===== src/hw/rtl/offset_coordinate_hasher_unit_assert.svh =====
// Assertion macros shared by the offset coordinate hasher RTL.
`ifndef OFFSET_COORDINATE_HASHER_UNIT_ASSERT_SVH
`define OFFSET_COORDINATE_HASHER_UNIT_ASSERT_SVH

// Same-cycle implication, sampled on clk, off while rst_n is low.
`define OCH_ASSERT_IMPLY(lbl, ante, cons, msg) \
    lbl: assert property (@(posedge clk) disable iff (!rst_n) (ante) |-> (cons)) \
        else $error(msg);

// Next-cycle implication, sampled on clk, off while rst_n is low.
`define OCH_ASSERT_NEXT(lbl, ante, cons, msg) \
    lbl: assert property (@(posedge clk) disable iff (!rst_n) (ante) |=> (cons)) \
        else $error(msg);

`endif


===== src/hw/rtl/och_pkg.sv =====
// Types, constants and the FNV-1a round shared by the offset coordinate hasher.
`timescale 1ns / 1ps
`default_nettype none

package och_pkg;

    localparam logic [63:0] FNV_BASIS = 64'hCBF29CE484222325;

    localparam int IN_DATA_W   = 232;
    localparam int OUT_DATA_W  = 72;
    localparam int CFG_INDEX_W = 8;
    localparam int CFG_DATA_W  = 8;

    // Power of two, so the queue pointers wrap by themselves.
    localparam int QUEUE_DEPTH = 2;

    localparam logic CMD_LOAD = 1'b0;
    localparam logic CMD_HASH = 1'b1;

    typedef enum logic [CFG_INDEX_W-1:0] {
        REG_OFFSETS_IN_USE = 8'd0,
        REG_HASH_ONLY_MODE = 8'd1
    } cfg_reg_t;

    // Input tdata, lowest field last.
    typedef struct packed {
        logic [2:0]  pad;
        logic [31:0] coord_z;
        logic [31:0] coord_y;
        logic [31:0] coord_x;
        logic [31:0] batch_index;
        logic [31:0] offset_dz;
        logic [31:0] offset_dy;
        logic [31:0] offset_dx;
        logic [4:0]  entry_index;
    } in_data_t;

    // Output tdata, lowest field last.
    typedef struct packed {
        logic [2:0]  pad;
        logic [4:0]  offset_number;
        logic [63:0] hash_value;
    } out_data_t;

    // One classified request between front and back.
    typedef struct packed {
        logic        is_load;
        logic [4:0]  entry_index;
        logic [31:0] offset_dx;
        logic [31:0] offset_dy;
        logic [31:0] offset_dz;
        logic [31:0] batch_index;
        logic [31:0] coord_x;
        logic [31:0] coord_y;
        logic [31:0] coord_z;
        logic        final_point;
    } queue_entry_t;

    // Hash pipeline stage contents.
    typedef struct packed {
        logic [63:0] hash;
        logic [31:0] x;
        logic [31:0] y;
        logic [31:0] z;
        logic [4:0]  num;
        logic        last;
        logic        fin;
    } pipe_t;

    // One FNV-1a step: xor in the word, multiply by 2^40 + 0x1B3 mod 2^64.
    function automatic logic [63:0] fnv_round(input logic [63:0] h, input logic [31:0] w);
        logic [63:0] t;
        t = h ^ {32'd0, w};
        return (t << 40) + (t << 8) + (t << 7) + (t << 5) + (t << 4) + (t << 1) + t;
    endfunction

endpackage

`default_nettype wire


===== src/hw/rtl/och_queue.sv =====
// Short request queue between the front and back parts.
`timescale 1ns / 1ps
`default_nettype none

module och_queue
    import och_pkg::*;
(
    input  wire logic         clk,
    input  wire logic         rst_n,
    input  wire logic         push,
    input  wire queue_entry_t push_entry,
    output logic              ready,
    output logic              head_valid,
    output queue_entry_t      head,
    input  wire logic         pop
);

    localparam int PW = (QUEUE_DEPTH > 1) ? $clog2(QUEUE_DEPTH) : 1;
    localparam int NW = $clog2(QUEUE_DEPTH + 1);

    queue_entry_t   slot_reg [QUEUE_DEPTH];
    logic [PW-1:0]  wr_ptr_reg, wr_ptr_next;
    logic [PW-1:0]  rd_ptr_reg, rd_ptr_next;
    logic [NW-1:0]  count_reg, count_next;

    always_comb
    begin
        wr_ptr_next = push ? PW'(wr_ptr_reg + 1'b1) : wr_ptr_reg;
        rd_ptr_next = pop ? PW'(rd_ptr_reg + 1'b1) : rd_ptr_reg;
        case ({push, pop})
            2'b10:   count_next = NW'(count_reg + 1'b1);
            2'b01:   count_next = NW'(count_reg - 1'b1);
            default: count_next = count_reg;
        endcase
    end

    always_ff @(posedge clk or negedge rst_n)
    begin
        if (!rst_n)
        begin
            wr_ptr_reg <= '0;
            rd_ptr_reg <= '0;
            count_reg  <= '0;
        end
        else
        begin
            wr_ptr_reg <= wr_ptr_next;
            rd_ptr_reg <= rd_ptr_next;
            count_reg  <= count_next;
        end
    end

    always_ff @(posedge clk)
    begin
        if (push)
        begin
            slot_reg[wr_ptr_reg] <= push_entry;
        end
    end

    assign ready      = (count_reg != NW'(QUEUE_DEPTH));
    assign head_valid = (count_reg != '0);
    assign head       = slot_reg[rd_ptr_reg];

endmodule

`default_nettype wire


===== config.mk =====
export PLATFORM = sky130hd
export DESIGN_NAME = och_queue
export DESIGN_NICKNAME = d
export VERILOG_FILES = /design/src/hw/rtl/offset_coordinate_hasher_unit_assert.svh /design/src/hw/rtl/och_pkg.sv /design/src/hw/rtl/och_queue.sv
export SDC_FILE = /design/constraint.sdc
export NUM_CORES = 1
export LEC_CHECK = 0
export BUFFER_PORTS_ARGS = -buffer_cell sky130_fd_sc_hd__buf_2
export CAP_MARGIN = 5
export CORE_MARGIN = 4
export CORE_UTILIZATION = 29
export DETAILED_ROUTE_END_ITERATION = 16
export GPL_TIMING_DRIVEN = 0
export PLACE_DENSITY = 0.57
export SYNTH_ARGS = -nofsm -noshare
export SYNTH_HDL_FRONTEND = slang
export SYNTH_SLANG_ARGS = --single-unit

===== constraint.sdc =====
create_clock -name clk -period 26.2 [get_ports clk]
set_input_delay 5.24 -clock clk [delete_from_list [all_inputs] [get_ports clk]]
set_output_delay 5.24 -clock clk [all_outputs]
set_load 0.01 [all_outputs]

==> out/metrics.cfg <==
[outcome]
outcome=finished, final reports clean

[placed_design]
io_buffers=467
place_area_mm2=0.0212
place_congestion=0.720
dp_hpwl_mm=27.9

[final_layout]
final_common_cell=buf_2
multi_input_area_mm2=0.00337
area_growth_pct=29.5
num-nets-final=1503
largest_reg_flops=462
drive_gt1_share_pct=61.7
final_util_pct=37.8
final_cell_mix=buf_2, edfxtp_1, mux2_4
regArea_mm2=0.0140
fillCellCount=5573
fin_area_mm2=0.0228

[setup_path]
max_stage_delay_ns=0.37
r2r-start=wr_ptr_reg$_DFFE_PN0P_
path_max_fanout=10
crit_arrival_ns=2.01
cp_common_cell=buf_6
required_ns=20.96
critPathLaunchType=flop
worstSetupPathType=flop to primary output
endpoint_kind=primary output
cp_cell_sequence=buf_6 -> buf_6 -> buf_6 -> mux2_4 -> buf_2
worst_path_max_delay_cell=mux2_4
crit_path_start=rd_ptr_reg$_DFFE_PN0P_

[timing]
drv_slew=0
holdWs_ns=0.490
min_period_ns=7.25
setup_violations=0
worst-slew-pin-transition_ns=0.575
fin_skew_ns=0.0223
grt_setup_unrepaired=false
finalSetupTns_ns=0
fin_crit_sh_pct=27.7
hold_viol=0
max_freq_mhz=138
maxSlewHeadroom_pct=61.6

[routing]
ant_nets=0
drcViolationCount=0
met2_length_mm=19.5
viasPerCell=4.16
dr.max_layer_used=met5
drt-pass1-iter-count=4
wl_mm=38.8
wl_met3_mm=3.71
routed-via-count=8728
drt-initial-drc-count=296
routedWlPerCell_um=18.5
wl_met1_mm=14.6

[power_and_ir_drop]
p_sw_share_pct=28.7
ir_drop_v=0.0000611
power_frac_comb_pct=32.5
p_sw_uw=719
seqPwrFrac_pct=40.7
p_leak_uw=0.00898
power_density_mw_per_mm2=110
p_clk_share_pct=26.8
internal_power_uw=1780

[clock_network]
clk_latency_ns=0.57
cts_tree=yes
ctsHtreeMaxLevel=2
cts_resized=0
postCtsSetupBuffers=0
cts_buffer_depth=3
cts_buffers=51
root_buffer=clkbuf_16
holdBufCountCts=0
clk_pin_slew_ns=0.06
cts.sinks=466

[logic_synthesis]
syn-num-nets=971
synth-seq-cells=466
netlist_area_mm2=0.0176
synth_area_leader_cell=edfxtp_1
synth_area_per_cell_um2=23.9
synthTopCellsByArea=edfxtp_1, mux2_4, mux2_2
syn-instance-count=735
ys_types=15
yosysWarnings=0
seq_area_frac_synth_pct=79.4
netlist.area_leader.share_pct=78.8

[die]
fp.dieW_um=254
io_pins=468
rows=90
start_util_pct=29.2
die_area_mm2=0.0647
core_mm2=0.0602
die_h_um=254

[grt]
grt_pass1_vias=9471
antenna_found_initial=9
gr-total-overflow=0
gr-usage-all-layers_pct=11.3
grt_pass1_wl_mm=56.0
grt_max_degree=62

[hold_path]
worstHoldStart=count_reg[1]$_DFFE_PN0P_
min_path_type=flop to flop

[run]
max_cap_viol_count=0

path summary, 6_finish.rpt:
path / depth (start not counted) / end / slack [ns]
max: 5 / head[153] / 18.95
max reg2reg: 5 / slot_reg[0][76]$_DFFE_PP_ / 23.95
min: 1 / count_reg[1]$_DFFE_PN0P_ / 0.49
max in group asynchronous: 1 / count_reg[0]$_DFFE_PN0P_ / 21.62
min reg2reg: 1 / count_reg[1]$_DFFE_PN0P_ / 0.49
min in group asynchronous: 1 / rd_ptr_reg$_DFFE_PN0P_ / 4.46
cell type report:
class	count	share of cell area, %
Sequential cell	466	61.3
Timing Repair Buffer	479	11.5
Multi-Input combinational cell	242	14.8
Inverter	1	0.0165
Tap cell	782	4.29
Clock inverter	32	1.05
Antenna cell	7	0.0768
Clock buffer	61	5.86
Buffer	26	1.16
worst max-delay path: cells and delay by family, from the launching register on:
family,cells,cell delay (ns)
flops,1,0.34
buf+inv,4,0.70
mux,1,0.37
synth_stat cells:
library cell / instances
xor2_1: 3
mux2_4: 180
xnor2_1: 2
or2_2: 1
mux2_2: 51
buf_8: 1
buf_6: 20
inv_1: 1
nor2_1: 2
dfrtp_1: 4
and2_1: 1
nand2b_1: 1
ha_1: 1
buf_2: 5
edfxtp_1: 462
layer usage:
metal,vias up,global-route usage [%]
met4,4,3.93
met2,317,19.7
met5,-,0
met1,4309,12.8
met3,68,4.44
li1,4030,-
logic make-up after synthesis:
logic type,count (synthesis),share of synthesized area [%]
flops,466,79.4
fa+ha+maj,1,0.0711
buf+inv,27,1.53
simple gates,5,0.149
mux,231,18.6
xor+xnor,5,0.249
per-stage QoR:
stage / cells / power, uW / worst slack [ns]
after floorplan: 735 / 1600 / 10.40
after global placement: 1984 / 1920 / 4.16
after detailed placement: 1996 / 1870 / 18.94
after CTS: 2089 / 2550 / 18.84
after global routing: 2092 / 2630 / 18.83
final: 2096 / 2500 / 18.95
power by group through the flow:
| stage | Sequential (uW) | Clock [uW] | Combinational (uW) |
|---|---|---|---|
| 4_1_cts | 1020 | 695 | 839 |
| 2_1_floorplan | 1080 | 0 | 521 |
| 6_report | 1020 | 669 | 814 |
| 5_1_grt | 1030 | 726 | 874 |
| 3_3_place_gp | 1110 | 0 | 804 |
| 3_5_place_dp | 1040 | 0 | 835 |
Note: power is estimated with default switching activity, not from simulation.
